[src/hw/rtl/rea_pkg.sv]
// ----------------------------------------------------------------------------
// rea_pkg
// Shared types, register map and reset constants for the rotary encoder
// position tracker.
// ----------------------------------------------------------------------------
package rea_pkg;

  localparam int unsigned POS_W     = 12;
  localparam int unsigned MOD_W     = 13;
  localparam int unsigned STEP_W    = 8;
  localparam int unsigned THR_W     = 8;
  localparam int unsigned TICK_W    = 16;
  localparam int unsigned ADDR_W    = 5;
  localparam int unsigned DATA_W    = 32;
  localparam int unsigned REG_IDX_W = 3;
  localparam int unsigned RED_LANES = 4;

  localparam logic [MOD_W-1:0]  MOD_FULL    = 13'd4096;
  localparam logic [MOD_W-1:0]  MODULUS_RST = 13'd360;
  localparam logic [POS_W-1:0]  HOME_RST    = 12'd180;
  localparam logic [STEP_W-1:0] SLOW_RST    = 8'd1;
  localparam logic [STEP_W-1:0] FAST_RST    = 8'd5;
  localparam logic [THR_W-1:0]  THR_RST     = 8'd5;
  localparam logic [TICK_W-1:0] TICKS_RST   = 16'd150;

  typedef enum logic [REG_IDX_W-1:0] {
    REG_WRAP_MODULUS   = 3'd0,
    REG_HOME_POSITION  = 3'd1,
    REG_SLOW_STEP      = 3'd2,
    REG_FAST_STEP      = 3'd3,
    REG_FAST_THRESHOLD = 3'd4,
    REG_WINDOW_TICKS   = 3'd5
  } reg_idx_e;

  typedef enum logic {
    CMD_PIN  = 1'b0,
    CMD_TICK = 1'b1
  } cmd_e;

  // Settings seen by the tracking logic; modulus is already the effective one.
  typedef struct packed {
    logic [MOD_W-1:0]  modulus;
    logic [THR_W-1:0]  threshold;
    logic [TICK_W-1:0] window_ticks;
  } cfg_t;

  // Values kept reduced below the modulus.
  typedef struct packed {
    logic [POS_W-1:0] dial;
    logic [POS_W-1:0] home;
    logic [POS_W-1:0] slow;
    logic [POS_W-1:0] fast;
  } red_t;

endpackage

[src/hw/rtl/rea_regs.sv]
// ----------------------------------------------------------------------------
// rea_regs
// Configuration registers behind the APB-style port, with the effective
// modulus and a pulse that requests a new reduction pass.
// ----------------------------------------------------------------------------
module rea_regs (
  input  logic                          clk_i,
  input  logic                          rst_ni,
  input  logic                          psel_i,
  input  logic                          penable_i,
  input  logic                          pwrite_i,
  input  logic [rea_pkg::ADDR_W-1:0]    paddr_i,
  input  logic [rea_pkg::DATA_W-1:0]    pwdata_i,
  output logic [rea_pkg::DATA_W-1:0]    prdata_o,
  output rea_pkg::cfg_t                 cfg_o,
  output logic [rea_pkg::POS_W-1:0]     home_o,
  output logic [rea_pkg::STEP_W-1:0]    slow_o,
  output logic [rea_pkg::STEP_W-1:0]    fast_o,
  output logic                          reduce_start_o
);

  logic [rea_pkg::MOD_W-1:0]  wrap_q;
  logic [rea_pkg::POS_W-1:0]  home_q;
  logic [rea_pkg::STEP_W-1:0] slow_q;
  logic [rea_pkg::STEP_W-1:0] fast_q;
  logic [rea_pkg::THR_W-1:0]  thr_q;
  logic [rea_pkg::TICK_W-1:0] ticks_q;
  logic                       reduce_start_q;
  logic                       wr_en;
  rea_pkg::reg_idx_e          idx;

  assign wr_en = psel_i & penable_i & pwrite_i;
  assign idx   = rea_pkg::reg_idx_e'(paddr_i[rea_pkg::ADDR_W-1:2]);

  always_ff @(posedge clk_i or negedge rst_ni) begin
    if (!rst_ni) begin
      wrap_q         <= rea_pkg::MODULUS_RST;
      home_q         <= rea_pkg::HOME_RST;
      slow_q         <= rea_pkg::SLOW_RST;
      fast_q         <= rea_pkg::FAST_RST;
      thr_q          <= rea_pkg::THR_RST;
      ticks_q        <= rea_pkg::TICKS_RST;
      reduce_start_q <= 1'b0;
    end else begin
      reduce_start_q <= 1'b0;
      if (wr_en) begin
        unique case (idx)
          rea_pkg::REG_WRAP_MODULUS: begin
            wrap_q         <= pwdata_i[rea_pkg::MOD_W-1:0];
            reduce_start_q <= 1'b1;
          end
          rea_pkg::REG_HOME_POSITION: begin
            home_q         <= pwdata_i[rea_pkg::POS_W-1:0];
            reduce_start_q <= 1'b1;
          end
          rea_pkg::REG_SLOW_STEP: begin
            slow_q         <= pwdata_i[rea_pkg::STEP_W-1:0];
            reduce_start_q <= 1'b1;
          end
          rea_pkg::REG_FAST_STEP: begin
            fast_q         <= pwdata_i[rea_pkg::STEP_W-1:0];
            reduce_start_q <= 1'b1;
          end
          rea_pkg::REG_FAST_THRESHOLD: thr_q   <= pwdata_i[rea_pkg::THR_W-1:0];
          rea_pkg::REG_WINDOW_TICKS:   ticks_q <= pwdata_i[rea_pkg::TICK_W-1:0];
          default: ;
        endcase
      end
    end
  end

  always_comb begin
    unique case (idx)
      rea_pkg::REG_WRAP_MODULUS:
        prdata_o = {{(rea_pkg::DATA_W-rea_pkg::MOD_W){1'b0}}, wrap_q};
      rea_pkg::REG_HOME_POSITION:
        prdata_o = {{(rea_pkg::DATA_W-rea_pkg::POS_W){1'b0}}, home_q};
      rea_pkg::REG_SLOW_STEP:
        prdata_o = {{(rea_pkg::DATA_W-rea_pkg::STEP_W){1'b0}}, slow_q};
      rea_pkg::REG_FAST_STEP:
        prdata_o = {{(rea_pkg::DATA_W-rea_pkg::STEP_W){1'b0}}, fast_q};
      rea_pkg::REG_FAST_THRESHOLD:
        prdata_o = {{(rea_pkg::DATA_W-rea_pkg::THR_W){1'b0}}, thr_q};
      rea_pkg::REG_WINDOW_TICKS:
        prdata_o = {{(rea_pkg::DATA_W-rea_pkg::TICK_W){1'b0}}, ticks_q};
      default:
        prdata_o = '0;
    endcase
  end

  // A modulus of zero or above a full 12-bit range behaves as 4096.
  always_comb begin
    cfg_o.modulus = wrap_q;
    if (wrap_q == '0 || wrap_q > rea_pkg::MOD_FULL) begin
      cfg_o.modulus = rea_pkg::MOD_FULL;
    end
    cfg_o.threshold    = thr_q;
    cfg_o.window_ticks = ticks_q;
  end

  assign home_o         = home_q;
  assign slow_o         = slow_q;
  assign fast_o         = fast_q;
  assign reduce_start_o = reduce_start_q;

endmodule

[src/hw/rtl/rea_reduce.sv]
// ----------------------------------------------------------------------------
// rea_reduce
// Bit-serial remainder unit: four lanes of restoring reduction by the
// modulus, one operand bit per lane and cycle.
// ----------------------------------------------------------------------------
module rea_reduce (
  input  logic                      clk_i,
  input  logic                      rst_ni,
  input  logic                      start_i,
  input  logic [rea_pkg::MOD_W-1:0] modulus_i,
  input  rea_pkg::red_t             operand_i,
  output logic                      busy_o,
  output logic                      done_o,
  output rea_pkg::red_t             result_o
);

  localparam int unsigned CNT_W = $clog2(rea_pkg::POS_W + 1);

  logic [rea_pkg::POS_W-1:0] x_q [rea_pkg::RED_LANES];
  logic [rea_pkg::POS_W-1:0] r_q [rea_pkg::RED_LANES];
  logic [rea_pkg::POS_W-1:0] r_d [rea_pkg::RED_LANES];
  logic [rea_pkg::POS_W-1:0] op  [rea_pkg::RED_LANES];
  logic [rea_pkg::MOD_W-1:0] m_q;
  logic [CNT_W-1:0]          cnt_q;
  logic                      busy_q;

  assign op[0] = operand_i.dial;
  assign op[1] = operand_i.home;
  assign op[2] = operand_i.slow;
  assign op[3] = operand_i.fast;

  // The partial remainder stays below the modulus, so it fits the position width.
  always_comb begin
    logic [rea_pkg::MOD_W-1:0] t;
    logic [rea_pkg::MOD_W-1:0] diff;
    for (int l = 0; l < rea_pkg::RED_LANES; l++) begin
      t    = {r_q[l], x_q[l][rea_pkg::POS_W-1]};
      diff = t - m_q;
      r_d[l] = (t >= m_q) ? diff[rea_pkg::POS_W-1:0] : t[rea_pkg::POS_W-1:0];
    end
  end

  always_ff @(posedge clk_i or negedge rst_ni) begin
    if (!rst_ni) begin
      busy_q <= 1'b0;
      cnt_q  <= '0;
    end else if (start_i) begin
      busy_q <= 1'b1;
      cnt_q  <= CNT_W'(rea_pkg::POS_W);
    end else if (busy_q) begin
      cnt_q <= cnt_q - 1'b1;
      if (cnt_q == CNT_W'(1)) begin
        busy_q <= 1'b0;
      end
    end
  end

  always_ff @(posedge clk_i) begin
    if (start_i) begin
      m_q <= modulus_i;
      for (int l = 0; l < rea_pkg::RED_LANES; l++) begin
        x_q[l] <= op[l];
        r_q[l] <= '0;
      end
    end else if (busy_q) begin
      for (int l = 0; l < rea_pkg::RED_LANES; l++) begin
        x_q[l] <= {x_q[l][rea_pkg::POS_W-2:0], 1'b0};
        r_q[l] <= r_d[l];
      end
    end
  end

  // The last step's remainders are handed over as they are registered.
  assign busy_o          = busy_q;
  assign done_o          = busy_q & (cnt_q == CNT_W'(1));
  assign result_o.dial   = r_d[0];
  assign result_o.home   = r_d[1];
  assign result_o.slow   = r_d[2];
  assign result_o.fast   = r_d[3];

endmodule

[src/hw/rtl/rea_track.sv]
// ----------------------------------------------------------------------------
// rea_track
// Dial state and the combinational update for one transaction: click decode,
// accelerated step with wrap, home load, click history windows.
// ----------------------------------------------------------------------------
module rea_track #(
  parameter int unsigned HISTORY_WINDOWS = 4,
  parameter int unsigned COUNT_WIDTH     = 8
) (
  input  logic                      clk_i,
  input  logic                      rst_ni,
  input  logic                      fire_i,
  input  logic                      command_i,
  input  logic                      pin_a_i,
  input  logic                      pin_b_i,
  input  logic                      button_level_i,
  input  rea_pkg::cfg_t             cfg_i,
  input  logic                      red_load_i,
  input  rea_pkg::red_t             red_i,
  output logic [rea_pkg::POS_W-1:0] dial_o,
  output logic [rea_pkg::POS_W-1:0] position_o,
  output logic                      changed_o
);

  localparam int unsigned CMP_W = (COUNT_WIDTH > rea_pkg::THR_W) ? COUNT_WIDTH
                                                                : rea_pkg::THR_W;
  localparam int unsigned SUM_W = rea_pkg::MOD_W + 1;

  logic [rea_pkg::POS_W-1:0]  dial_q, dial_red_q, home_red_q, slow_red_q, fast_red_q;
  logic [COUNT_WIDTH-1:0]     counts_q [HISTORY_WINDOWS];
  logic [rea_pkg::TICK_W-1:0] div_q;
  logic                       last_b_q, last_btn_q, primed_q;

  logic [rea_pkg::TICK_W-1:0] div_inc;
  logic                       win_end, is_tick, click, btn_chg, fast;
  logic [rea_pkg::POS_W-1:0]  step;
  logic [SUM_W-1:0]           mod_x, up_sum, down_sum, sum, wrapped;
  logic [rea_pkg::POS_W-1:0]  dial_next, dial_red_next;

  assign is_tick = (rea_pkg::cmd_e'(command_i) == rea_pkg::CMD_TICK);
  assign div_inc = div_q + 1'b1;
  assign win_end = (div_inc >= cfg_i.window_ticks);

  // Acceleration looks only at the finished windows, not the current one.
  always_comb begin
    fast = 1'b0;
    for (int i = 1; i < HISTORY_WINDOWS; i++) begin
      if (CMP_W'(counts_q[i]) > CMP_W'(cfg_i.threshold)) begin
        fast = 1'b1;
      end
    end
  end

  assign click   = primed_q & ~is_tick & (pin_b_i != last_b_q) & pin_a_i;
  assign btn_chg = primed_q & ~is_tick & (button_level_i != last_btn_q);

  assign step     = fast ? fast_red_q : slow_red_q;
  assign mod_x    = {1'b0, cfg_i.modulus};
  assign up_sum   = SUM_W'(dial_red_q) + SUM_W'(step);
  assign down_sum = SUM_W'(dial_red_q) + mod_x - SUM_W'(step);
  assign sum      = pin_b_i ? up_sum : down_sum;
  assign wrapped  = (sum >= mod_x) ? (sum - mod_x) : sum;

  // A button change wins over a click in the same transaction.
  always_comb begin
    dial_next     = dial_q;
    dial_red_next = dial_red_q;
    if (btn_chg) begin
      dial_next     = home_red_q;
      dial_red_next = home_red_q;
    end else if (click) begin
      dial_next     = wrapped[rea_pkg::POS_W-1:0];
      dial_red_next = wrapped[rea_pkg::POS_W-1:0];
    end
  end

  always_ff @(posedge clk_i or negedge rst_ni) begin
    if (!rst_ni) begin
      dial_q     <= rea_pkg::HOME_RST;
      dial_red_q <= rea_pkg::HOME_RST;
      home_red_q <= rea_pkg::HOME_RST;
      slow_red_q <= {{(rea_pkg::POS_W-rea_pkg::STEP_W){1'b0}}, rea_pkg::SLOW_RST};
      fast_red_q <= {{(rea_pkg::POS_W-rea_pkg::STEP_W){1'b0}}, rea_pkg::FAST_RST};
      for (int i = 0; i < HISTORY_WINDOWS; i++) begin
        counts_q[i] <= '0;
      end
      div_q      <= '0;
      last_b_q   <= 1'b0;
      last_btn_q <= 1'b0;
      primed_q   <= 1'b0;
    end else if (fire_i) begin
      if (is_tick) begin
        if (win_end) begin
          div_q <= '0;
          for (int i = HISTORY_WINDOWS - 1; i > 0; i--) begin
            counts_q[i] <= counts_q[i-1];
          end
          counts_q[0] <= '0;
        end else begin
          div_q <= div_inc;
        end
      end else begin
        last_b_q   <= pin_b_i;
        last_btn_q <= button_level_i;
        primed_q   <= 1'b1;
        dial_q     <= dial_next;
        dial_red_q <= dial_red_next;
        if (click && counts_q[0] != '1) begin
          counts_q[0] <= counts_q[0] + 1'b1;
        end
      end
    end else if (red_load_i) begin
      dial_red_q <= red_i.dial;
      home_red_q <= red_i.home;
      slow_red_q <= red_i.slow;
      fast_red_q <= red_i.fast;
    end
  end

  assign dial_o     = dial_q;
  assign position_o = dial_next;
  assign changed_o  = click | btn_chg;

endmodule

[src/hw/rtl/rotary_encoder_accelerated_position.sv]
// ----------------------------------------------------------------------------
// rotary_encoder_accelerated_position
// Rotary encoder decoder with click acceleration and a wrapping dial value.
// ----------------------------------------------------------------------------
// Each input transaction is either a pin sample (A, B, button levels) or a
// timer tick, and it yields exactly one output transaction carrying the dial
// position after it and a flag telling whether the position was stepped or
// sent home. Both channels are valid/stall; the block stalls its input side.
// An input transaction is registered in the input stage, updated
// combinationally and held in an output register; a stalled output holds
// it in the input stage until the output register frees up.
// Throughput is one transaction per cycle as long as no reduction runs
// and the receiver does not stall; a stalled result stays put and at most
// one more transaction is taken in behind it before the input stalls too.
// Writes to the modulus, home position or either step start a bit-serial
// reduction of the stored values by the modulus in a shared remainder unit;
// the input is stalled until the reduction is done. The other registers
// take effect at once. Reset loads the register defaults, puts the dial at
// the default home position and clears the click history; the first pin
// sample after reset only records the pin levels.
// ----------------------------------------------------------------------------
module rotary_encoder_accelerated_position #(
  parameter int unsigned HISTORY_WINDOWS = 4,
  parameter int unsigned COUNT_WIDTH     = 8
) (
  input  logic                          clk_i,
  input  logic                          rst_ni,
  input  logic                          in_valid_i,
  output logic                          in_stall_o,
  input  logic                          command_i,
  input  logic                          pin_a_i,
  input  logic                          pin_b_i,
  input  logic                          button_level_i,
  output logic                          out_valid_o,
  input  logic                          out_stall_i,
  output logic [rea_pkg::POS_W-1:0]     position_o,
  output logic                          changed_o,
  input  logic                          psel,
  input  logic                          penable,
  input  logic                          pwrite,
  input  logic [rea_pkg::ADDR_W-1:0]    paddr,
  input  logic [rea_pkg::DATA_W-1:0]    pwdata,
  output logic [rea_pkg::DATA_W-1:0]    prdata,
  output logic                          pready
);

  rea_pkg::cfg_t              cfg;
  rea_pkg::red_t              operand, red_result;
  logic [rea_pkg::POS_W-1:0]  home, dial, next_pos;
  logic [rea_pkg::STEP_W-1:0] slow, fast;
  logic                       reduce_start, reduce_busy, reduce_done, next_changed;

  logic                       s1_valid_q, s1_cmd_q, s1_a_q, s1_b_q, s1_btn_q;
  logic                       s1_fire, s1_take;
  logic                       out_valid_q, out_changed_q;
  logic [rea_pkg::POS_W-1:0]  out_pos_q;

  rea_regs u_regs (
    .clk_i          (clk_i),
    .rst_ni         (rst_ni),
    .psel_i         (psel),
    .penable_i      (penable),
    .pwrite_i       (pwrite),
    .paddr_i        (paddr),
    .pwdata_i       (pwdata),
    .prdata_o       (prdata),
    .cfg_o          (cfg),
    .home_o         (home),
    .slow_o         (slow),
    .fast_o         (fast),
    .reduce_start_o (reduce_start)
  );

  assign operand.dial = dial;
  assign operand.home = home;
  assign operand.slow = {{(rea_pkg::POS_W-rea_pkg::STEP_W){1'b0}}, slow};
  assign operand.fast = {{(rea_pkg::POS_W-rea_pkg::STEP_W){1'b0}}, fast};

  rea_reduce u_reduce (
    .clk_i     (clk_i),
    .rst_ni    (rst_ni),
    .start_i   (reduce_start),
    .modulus_i (cfg.modulus),
    .operand_i (operand),
    .busy_o    (reduce_busy),
    .done_o    (reduce_done),
    .result_o  (red_result)
  );

  rea_track #(
    .HISTORY_WINDOWS (HISTORY_WINDOWS),
    .COUNT_WIDTH     (COUNT_WIDTH)
  ) u_track (
    .clk_i          (clk_i),
    .rst_ni         (rst_ni),
    .fire_i         (s1_fire),
    .command_i      (s1_cmd_q),
    .pin_a_i        (s1_a_q),
    .pin_b_i        (s1_b_q),
    .button_level_i (s1_btn_q),
    .cfg_i          (cfg),
    .red_load_i     (reduce_done),
    .red_i          (red_result),
    .dial_o         (dial),
    .position_o     (next_pos),
    .changed_o      (next_changed)
  );

  // The input stage moves on whenever the output register is free or leaving.
  assign s1_fire    = s1_valid_q & ~(out_valid_q & out_stall_i);
  assign in_stall_o = reduce_start | reduce_busy | (s1_valid_q & ~s1_fire);
  assign s1_take    = in_valid_i & ~in_stall_o;

  always_ff @(posedge clk_i or negedge rst_ni) begin
    if (!rst_ni) begin
      s1_valid_q  <= 1'b0;
      out_valid_q <= 1'b0;
    end else begin
      s1_valid_q  <= s1_take | (s1_valid_q & ~s1_fire);
      out_valid_q <= s1_fire | (out_valid_q & out_stall_i);
    end
  end

  always_ff @(posedge clk_i) begin
    if (s1_take) begin
      s1_cmd_q <= command_i;
      s1_a_q   <= pin_a_i;
      s1_b_q   <= pin_b_i;
      s1_btn_q <= button_level_i;
    end
    if (s1_fire) begin
      out_pos_q     <= next_pos;
      out_changed_q <= next_changed;
    end
  end

  assign out_valid_o = out_valid_q;
  assign position_o  = out_pos_q;
  assign changed_o   = out_changed_q;
  assign pready      = 1'b1;

endmodule
[config.mk]
export PLATFORM = sky130hd
export DESIGN_NAME = rotary_encoder_accelerated_position
export DESIGN_NICKNAME = d
export VERILOG_FILES = /design/src/hw/rtl/rea_pkg.sv /design/src/hw/rtl/rea_regs.sv /design/src/hw/rtl/rea_reduce.sv /design/src/hw/rtl/rea_track.sv /design/src/hw/rtl/rotary_encoder_accelerated_position.sv
export SDC_FILE = /design/constraint.sdc
export NUM_CORES = 1
export LEC_CHECK = 0
export ABC_AREA = 1
export BUFFER_PORTS_ARGS = -buffer_cell sky130_fd_sc_hd__buf_2
export CAP_MARGIN = 30
export CELL_PAD_IN_SITES_DETAIL_PLACEMENT = 2
export CELL_PAD_IN_SITES_GLOBAL_PLACEMENT = 2
export CORE_ASPECT_RATIO = 0.75
export CORE_UTILIZATION = 38
export DETAILED_ROUTE_END_ITERATION = 12
export GPL_ROUTABILITY_DRIVEN = 0
export GPL_TIMING_DRIVEN = 1
export HOLD_SLACK_MARGIN = 0.12
export MAX_ROUTING_LAYER = met4
export PLACE_DENSITY_LB_ADDON = 0.05
export SLEW_MARGIN = 15
export SYNTH_ARGS = -nofsm -noshare
export SYNTH_HDL_FRONTEND = slang
export SYNTH_SLANG_ARGS = --single-unit
[constraint.sdc]
create_clock -name clk_i -period 6.7 [get_ports clk_i]
set_input_delay 1.005 -clock clk_i [delete_from_list [all_inputs] [get_ports clk_i]]
set_output_delay 1.005 -clock clk_i [all_outputs]
set_load 0.005 [all_outputs]
==> results_dict.tcl, run 1 <==
set metrics [dict create \
    fin_area_um2 21900 \
    dieArea_um2 51900 \
    hp-class "input pin to asynchronous set/reset pin" \
    hold_viol_final 0 \
    synth.cell_area_um2 19400 \
    hold_buffers 0 \
    route.detailed.drc 0 \
    finalWirelength_um 68900 \
    async_flop_share_pct 59.4 \
    finalMaxSlewViolations 0 \
    tightest_slew_ns 0.892 \
    ant_nets 0 \
    routedWlPerCell_um 21.8 \
    setup_viol 0 \
    yosysUniqueCellTypes 64 \
    dr.pass1.iters 5 \
    relSlewSlack_pct 40.3 \
    sw_frac_of_total_pct 49.4 \
    design.core.area_um2 50300 \
    viasPerCell 5.33 \
    start_util_pct 38.5 \
    cts_max_level 2 \
    clk_path_buf_depth 3 \
    ys_seq_elements 310 \
    rrSetupSlack_ns 0.40 \
    num_rows 71 \
    drive_gt1_share_pct 10.9 \
    endpoint_kind "flop" \
    p_leak_nw 10.5 \
    p_switching_mw 6.82 \
    status "complete, no violations" \
    areaGrowthSynthToFinish_pct 12.9 \
    timing.rr.start "u_regs.thr_q[7]" \
    p_per_area_nw_per_um2 630 \
    fin_crit_ns 6.30 \
    setup_tns_ns 0 \
    drv_cap 0 \
    cp.depth 41 \
    insertion_delay_ns 0.58 \
    internal-power_mw 6.98 \
    p_comb_share_pct 61.7 \
    cts_sinks 310 \
    grt_max_degree 73 \
    cts_root_buf "clkbuf_16" \
    yosysWarnings 0 \
    synth-seq-area-share_pct 43.3 \
    cp-start-kind "flop" \
    clkSlewWorstSetupHoldPaths_ns 0.07 \
    r2r-end "u_track.dial_red_q[4]" \
    synth_ff_type "dfrtp_1" \
    syn_inst 2385 \
    first_global_vias 18300 \
    crit_top_cell "nand2_1" \
    grt_remaining_overflow 0 \
    critPathKind "flop to flop" \
    p_clk_share_pct 14.0 \
    grt_setup_unrepaired "false" \
    io_buffers 60 \
    crit_required_ns 7.22 \
    skew_ns 0.0432 \
    fin_crit_sh_pct 94.1 \
    dp_hpwl_um 52000 \
    cp_data_arrival_time_ns 6.82 \
    die_y_um 198 \
    p_seq_share_pct 24.3 \
    grt_pass1_wl_um 106000 \
    cpMaxStageDelayCell "fa_1" \
    io_pins 96 \
    first_iter_violations 938 \
    placed_cell_area_um2 20600 \
    dieWidth_um 263 \
    worst-path-buf-inv 8 \
    critical_path.top_delay_family "simple AND/OR/NAND/NOR gates" \
    vias 16900 \
    reg2reg_depth 41 \
    crit_fanout 24 \
    cts_tree "done" \
    fin_nets 2677 \
    grtUsageTotal_pct 27.5 \
    peakVddDrop_uv 295 \
    synth_edf_count 123 \
    fmax_ghz 0.159 \
    total_power_mw 13.8 \
    numCtsBuffers 36 \
    avgSynthCellArea_um2 8.13 \
    slowest_delay_ns 0.48 \
    antenna_found_initial 2 \
]
==> logic make-up after synthesis <==
family / Yosys count / share of synthesized area, %
and+or+nand+nor: 1034 / 22.3
AOI/OAI and AO/OA: 410 / 12.0
other: 2 / 0.0388
adders and majority gates: 153 / 10.6
buffers and inverters: 403 / 8.39
muxes: 4 / 0.232
DFF: 310 / 43.3
xor gates and xnor gates: 69 / 3.12
==> placed cells by master, fill, tap and decap left out, drive strengths merged, types with 82 or more instances in the layout <==
master and instances:
o21ai 249, nand3 126, inv 315, edfxtp 123
nor2 181, a21oi 82, ha 135, nand2 663
dfrtp 152, buf 123
==> area by class of cell <==
type | instances | area [um2]
clock buffer | 51 | 1010
fill | 5714 | 28400
sequential | 310 | 8400
multi-input combinational | 1687 | 9440
timing repair buffer | 124 | 888
inverter | 317 | 1200
antenna | 2 | 5.00
tap | 657 | 822
clock inverter | 15 | 128
==> flip-flops by register name (all words and copies together), names as in the netlist, 4 cells and up <==
signal and cells:
u_track.div_q 16, u_reduce.cnt_q 4, u_track.slow_red_q 12, u_regs.fast_o 8
u_regs.home_o 12, u_track.home_red_q 12, u_regs.slow_o 8, u_reduce.r_q 48
position_o 12, u_track.fast_red_q 12, u_reduce.x_q 48, u_regs.wrap_q 13
u_track.counts_q 32, u_reduce.m_q 13, u_regs.ticks_q 16, u_regs.thr_q 8
u_track.dial_red_q 12, u_track.dial_o 12
==> stage by stage <==
step,hold slack (ns),util [%],std cells,setup slack (ns)
4_1_cts,0.477,43.2,3154,0.264
2_1_floorplan,0.446,-,2400,1.60
3_3_place_gp,0.456,40.9,3085,0.584
6_report,0.443,43.5,3163,0.397
3_5_place_dp,0.466,41.0,3088,0.359
5_1_grt,0.502,43.5,3162,0.00345
==> metal layers <==
| layer | up-vias | GRT usage [%] | wire length (um) |
|---|---|---|---|
| met3 | 75 | 3.73 | 2440 |
| li1 | 7970 | - | - |
| met4 | 0 | 7.28 | 1540 |
| met5 | - | - | 0 |
| met1 | 8571 | 36.2 | 32700 |
| met2 | 246 | 44.5 | 32200 |
==> power by group through the flow <==
stage / sequential, mW / clock [mW] / combinational, mW
finish: 3.35 / 1.94 / 8.51
global route: 3.42 / 2.05 / 9.45
CTS: 3.36 / 1.98 / 8.47
detailed placement: 3.38 / 0 / 8.36
global placement: 3.33 / 0 / 7.89
floorplan: 3.21 / 0 / 5.45
==> Yosys cell counts (4+ instances only) <==
cell	count	share of area, %
a21o_1	5	0.19
a21oi_1	81	2.1
a221oi_1	8	0.36
a22o_1	16	0.72
a22oi_1	8	0.31
a31oi_1	4	0.13
and2_1	6	0.19
buf_2	14	0.36
buf_4	19	0.74
clkbuf_1	45	0.87
dfrtp_1	152	20
dfstp_2	32	4.3
edfxtp_1	123	19
fa_1	18	1.9
ha_1	135	8.7
inv_1	315	6.1
mux2_2	4	0.23
nand2_1	649	13
nand2_2	14	0.45
nand3_1	116	3.0
nand3_2	9	0.46
nand4_1	29	0.94
nor2_1	177	3.4
nor3_1	13	0.34
nor3_2	4	0.21
o21a_1	4	0.15
o21ai_0	228	5.9
o21ai_1	20	0.52
o221ai_1	6	0.27
o22ai_1	8	0.26
or2_2	4	0.13
xnor2_1	23	1.0
xor2_1	46	2.1
==> worst max path at each step <==
stage	endpoint	slack (ns)	start
after detailed placement	u_track.dial_red_q[4]	0.36	u_regs.thr_q[7]
after global placement	position_o[4]	0.58	u_regs.thr_q[2]
after global routing	u_track.dial_red_q[5]	0.003	u_regs.thr_q[2]
final	u_track.dial_red_q[4]	0.40	u_regs.thr_q[7]
after CTS	u_track.dial_red_q[10]	0.26	u_regs.thr_q[3]
after floorplan	position_o[1]	1.60	u_regs.thr_q[2]
==> what timing repair did <==
| item | 4_1_cts | 5_1_grt |
|---|---|---|
| resized for setup | 0 | 14 |
| hold endpoints to repair | 0 | 0 |
| setup endpoints to repair | 0 | 24 |
| buffers inserted | 0 | 1 |
Power figures use the tool's default switching activity.
==> run 2, diff against run 1 <==
Settings changed: CORE_MARGIN from default to 2, SETUP_SLACK_MARGIN from default to 0.5.
==> run 2 against run 1 <==
Effect of this change:
- final cell count fell by 0.41%
- cell area up 2.8%
- flip-flop and latch count did not move
- wire length is 1.3% higher
- first-iteration DRC count increased by 0.64%
- hold slack improved by 0.034 ns
- utilization is 1.2 points higher
- fmax grew 5.0%
- clock skew decreased by 0.020 ns
- sequential share of layout area shrank 1.1 points
- via count is 0.10% lower
- worst setup slack gained 0.30 ns
- critical endpoint is now position_o[4]
- highest routed layer unchanged
==> results_dict.tcl, run 2 (same netlist as run 1, synthesis figures left out) <==
set metrics [dict create \
    status "complete, no violations" \
    clkSlewWorstSetupHoldPaths_ns 0.06 \
    final_common_cell "nand2_1" \
    antenna_found_initial 1 \
    crit_top_cell "nand2_1" \
    first_iter_violations 944 \
    fin_crit_sh_pct 89.6 \
    hold_depth 2 \
    whs_ns 0.476 \
    numCtsBuffers 35 \
    cp-start-kind "flop" \
    dieWidth_um 265 \
    critPathKind "flop to flop" \
    gr-usage-met1_pct 36.6 \
    grt_max_degree 88 \
    cts_root_buf "clkbuf_16" \
    fin_nets 2667 \
    crit_required_ns 6.99 \
    route.detailed.drc 0 \
    skew_ns 0.0229 \
    hold_buffers 0 \
    clk_path_buf_depth 3 \
    tightest_slew_ns 0.903 \
    finalWirelength_um 69800 \
    fin_crit_ns 6.00 \
    antenna_cells 0 \
    cts_sinks 310 \
    die_y_um 200 \
    num_rows 71 \
    viasPerCell 5.35 \
    cts_tree "done" \
    relSlewSlack_pct 39.7 \
    grt_pass1_wl_um 107000 \
    io_buffers 60 \
    drive_gt1_share_pct 15.2 \
    min_to "u_track.dial_o[2]" \
    io_pins 96 \
    dieArea_um2 52800 \
    final_cell_mix "603 x nand2_1, 300 x inv_1, 210 x o21ai_0, 169 x nor2_1, 152 x dfrtp_1" \
    cts_max_level 2 \
    dr.pass1.iters 5 \
    crit_fanout 6 \
    hold_viol_final 0 \
    reg2reg_depth 32 \
    endpoint_kind "flop" \
    slowest_delay_ns 0.56 \
    fmax_ghz 0.167 \
    gr-max-usage-layer "met2" \
    hp-start "u_track.dial_o[2]" \
    grt_setup_unrepaired "true" \
    cpMaxStageDelayCell "fa_1" \
    use_met2_pct 44.1 \
    start_util_pct 38.5 \
    r2r-end "position_o[4]" \
    vias 16800 \
    drv_cap 0 \
    cp_data_arrival_time_ns 6.29 \
    design.core.area_um2 50300 \
    first_global_vias 18200 \
    dp_hpwl_um 51100 \
    grt_remaining_overflow 0 \
    largestRegisters "u_reduce.r_q: 48 flops, u_reduce.x_q: 48 flops, u_track.counts_q: 32 flops" \
    hp-class "flop to flop" \
    setup_viol 0 \
    ant_nets 0 \
    timing.rr.start "u_regs.thr_q[2]" \
    routedWlPerCell_um 22.1 \
    finalMaxSlewViolations 0 \
    insertion_delay_ns 0.55 \
    areaGrowthSynthToFinish_pct 16.1 \
    grtUsageMet3_pct 3.15 \
    grtUsageTotal_pct 27.1 \
    rrSetupSlack_ns 0.70 \
]
-- run 2: final cells by class --
class	instances	area, um2
Clock buffer	53	983
Sequential cell	310	8400
Tap cell	657	822
Multi-Input combinational cell	1687	10100
Inverter	317	1200
Fill cell	5626	27800
Clock inverter	11	141
Timing Repair Buffer	115	847
-- run 2: what timing repair did --
action | 4_1_cts | 5_1_grt
gates cloned | 1 | 2
endpoints found under the setup margin | 36 | 36
hold endpoints to repair | 0 | 0
resized for setup | 44 | 131
pin swaps | 4 | 63
setup buffers | 5 | 12
-- run 2: how the worst max path moves through the flow --
| stage | to | slack (ns) | startpoint |
|---|---|---|---|
| floorplan | position_o[1] | 1.60 | u_regs.thr_q[2] |
| global placement | position_o[11] | 0.13 | u_regs.thr_q[7] |
| detailed placement | position_o[4] | -0.04 | u_regs.thr_q[7] |
| CTS | position_o[4] | 0.50 | u_regs.thr_q[2] |
| global route | position_o[3] | 0.37 | u_regs.thr_q[2] |
| finish | position_o[4] | 0.70 | u_regs.thr_q[2] |
-- run 2: layer usage --
metal,part of all wire (%),vias to the layer above
met5,0,-
met4,2.5,0
met3,3.4,98
met2,46,246
met1,48,8552
li1,-,7949
-- run 2: metrics by stage --
step / setup TNS [ns] / setup WS (ns) / util [%] / cell area, um2 / std cells
after floorplan: 0 / 1.60 / - / 19400 / 2400
after global placement: 0 / 0.129 / 40.5 / 20400 / 3058
after detailed placement: -0.168 / -0.0412 / 40.6 / 20400 / 3062
after CTS: 0 / 0.499 / 43.4 / 21800 / 3132
after global routing: 0 / 0.374 / 44.8 / 22500 / 3150
final: 0 / 0.698 / 44.8 / 22500 / 3150
-- run 2: critical path: cells and delay by family (launching register included) --
family | cells | cell delay, ns
buffers and inverters | 7 | 0.98
AND/OR/NAND/NOR | 14 | 1.49
AO/OA/AOI/OAI | 6 | 0.86
adder cells (fa/ha/maj) | 4 | 1.67
flip-flops | 1 | 0.54
XOR/XNOR | 1 | 0.19
Power of run 2 is not shown: default switching activity piles up to over one toggle a cycle in this logic, so the estimate is an artifact.
==> run 3, diff against run 2 <==
Settings changed: ABC_AREA 1 to default, CORE_ASPECT_RATIO 0.75 to default, CORE_UTILIZATION 38 to 41, SYNTH_HIERARCHICAL from default to 1.
==> run 3 against run 2 <==
Effect of this change:
- the flow now finishes with violations (setup timing)
- area after synthesis is 5.4% higher
- critical path depth is 3 higher
- via count is 4.1% higher
- largest cell class unchanged
- final cell count is 6.3% lower
- sequential share of layout area is 3.3 points lower
- clock skew is 0.0045 ns higher
- die area is 2.3% lower
- flip-flop and latch count stayed put
- non-clock buffer count is 104 higher
- register-to-register slack worse by 1.3 ns
- worst setup slack worse by 1.3 ns
- first-iteration DRC count is 7.0% higher
==> results_dict.tcl, run 3 <==
set metrics [dict create \
    num_rows 81 \
    synth.cell_area_um2 20400 \
    ant_nets 0 \
    final_cell_mix "313 x nand2_1, 151 x dfrtp_1, 140 x buf_4, 123 x edfxtp_1, 118 x ha_1" \
    dieArea_um2 51600 \
    status "complete, but fails checks" \
    crit_fanout 8 \
    die_y_um 227 \
    synth_common_cells "314 x nand2_1, 152 x dfrtp_1, 135 x ha_1, 132 x o21ai_0, 123 x edfxtp_1" \
    synth-seq-area-share_pct 41.1 \
    relSlewSlack_pct 26.9 \
    routedWlPerCell_um 26.7 \
    drv_cap 0 \
    endpoint_kind "flop" \
    fmax_ghz 0.138 \
    synth_most_common_cell "nand2_1" \
    numCtsBuffers 39 \
    cp_data_arrival_time_ns 7.56 \
    fin_ws_ns -0.571 \
    first_global_vias 19500 \
    final_util_pct 50.4 \
    fin_cells 2950 \
    antenna_found_initial 1 \
    async_flop_share_pct 59.4 \
    largestRegisters "u_reduce/r_q: 48 flops, u_reduce/x_q: 48 flops, u_track/counts_q: 32 flops" \
    yosys.area.top_type "dfrtp_1" \
    place_ws_ns -0.225 \
    grtUsageTotal_pct 30.6 \
    hp-class "input pin to asynchronous set/reset pin" \
    io_pins 96 \
    final_common_cell "nand2_1" \
    grt_pass1_wl_um 117000 \
    cp-start-kind "flop" \
    cts_sinks 310 \
    design.core.area_um2 49100 \
    dp.cells 2836 \
    dp_hpwl_um 51700 \
    critPathKind "flop to flop" \
    setup_viol 36 \
    crit_required_ns 6.99 \
    finalWirelength_um 78700 \
    synth_area_leaders "dfrtp_1 19%, edfxtp_1 18%, ha_1 8.3%" \
    n_fill_cell 5055 \
    fin_nets 2457 \
    first_iter_violations 1010 \
    grt_remaining_overflow 0 \
    finalMaxSlewViolations 0 \
    io_buffers 60 \
    slowest_delay_ns 0.44 \
    avgSynthCellArea_um2 9.83 \
    cpMaxStageDelayCell "or3_4" \
    grt_max_degree 74 \
    grt_setup_unrepaired "true" \
    start_util_pct 41.7 \
    yosysWarnings 6 \
    insertion_delay_ns 0.57 \
    synth_ff_type "dfrtp_1" \
    fin_crit_ns 7.27 \
    netlist.area_leader.share_pct 18.6 \
    crit_top_cell "buf_4" \
    reg2reg_depth 35 \
    clk_path_buf_depth 3 \
    synth_edf_count 123 \
    skew_ns 0.0274 \
    antenna_cells 0 \
    fin_crit_sh_pct 109 \
    ys_seq_elements 310 \
    vias 17500 \
    route.detailed.drc 0 \
    violations "setup timing" \
    clkSlewWorstSetupHoldPaths_ns 0.06 \
    cts_root_buf "clkbuf_16" \
    syn_inst 2078 \
    cts_tree "done" \
    areaGrowthSynthToFinish_pct 20.9 \
    tightest_slew_ns 1.09 \
    yosysUniqueCellTypes 94 \
    cts_max_level 2 \
    dr.pass1.iters 5 \
    dieWidth_um 227 \
    hold_viol_final 0 \
    hold_buffers 0 \
    drive_gt1_share_pct 25.8 \
    viasPerCell 5.94 \
]
run 3: cell count changes after synthesis, moves of 27 or more:
cell,change
nand2_1,-335
inv_1,-225
o21ai_0,-96
mux2_2,+92
nor2_1,-85
nand3_1,-51
mux2i_1,+42
nor2b_1,+33
o21a_1,+28
nor3_1,+27
run 3: cell families after synthesis:
| group | after synthesis | synth area share [%] |
|---|---|---|
| AND/OR/NAND/NOR | 698 | 16.3 |
| AO/OA/AOI/OAI | 479 | 15.7 |
| flip-flops | 310 | 41.1 |
| buffers and inverters | 194 | 4.31 |
| multiplexers | 162 | 9.11 |
| adder cells (fa/ha/maj) | 153 | 10.0 |
| XOR/XNOR | 79 | 3.39 |
| other | 3 | 0.0551 |
run 3: metrics by stage:
| stage | hold slack (ns) | cell area (um2) | TNS, ns |
|---|---|---|---|
| 4_1_cts | 0.454 | 24200 | -0.446 |
| 3_5_place_dp | 0.454 | 22200 | -4.39 |
| 6_report | 0.436 | 24700 | -15.11 |
| 5_1_grt | 0.472 | 24700 | -22.74 |
| 3_3_place_gp | 0.443 | 22100 | -1.02 |
| 2_1_floorplan | 0.426 | 20600 | 0 |
run 3: layout make-up:
type,instances,area [um2],share of cell area [%]
Tap cell,664,831,3.36
Inverter,90,338,1.37
Clock inverter,21,303,1.23
Multi-Input combinational cell,1596,12100,48.9
Sequential cell,310,8400,34.0
Timing Repair Buffer,219,1670,6.76
Clock buffer,50,1090,4.41
run 3: per-layer routing:
metal / wire length, um / vias up / share of wire, % / track usage, %
li1: - / 7819 / - / -
met1: 32200 / 9086 / 41 / 36.0
met2: 40200 / 426 / 51 / 53.0
met3: 2610 / 197 / 3.3 / 3.61
met4: 3740 / 0 / 4.7 / 12.9
met5: 0 / - / 0 / -
run 3: critical path: cells and delay by family, from the launching register on:
family                   cells  cell delay (ns)
AND/OR/NAND/NOR              4             0.89
buffers and inverters       10             1.31
adder cells (fa/ha/maj)      4             0.87
AO/OA/AOI/OAI               15             2.82
flip-flops                   1             0.39
multiplexers                 2             0.69
run 3: final timing paths:
check,startpoint,endpoint,slack [ns]
worst max-delay path,u_regs/thr_q[1],position_o[1],-0.57
min in group clk_i,u_track/fast_red_q[0],u_track/fast_red_q[0],0.48
max in group asynchronous,rst_ni,u_track/home_red_q[11],4.82
worst min-delay path,rst_ni,u_track/counts_q[2],0.44
worst max register to register,u_regs/thr_q[1],position_o[1],-0.57
worst min register to register,u_track/fast_red_q[0],u_track/fast_red_q[0],0.48
run 3: timing repair:
| item | CTS | global route |
|---|---|---|
| pin swaps | 39 | 49 |
| gates cloned | 1 | 0 |
| gates resized for setup | 99 | 69 |
| buffers inserted | 27 | 13 |
| setup endpoints to repair | 36 | 36 |
Power of run 3 is left out for the same reason.
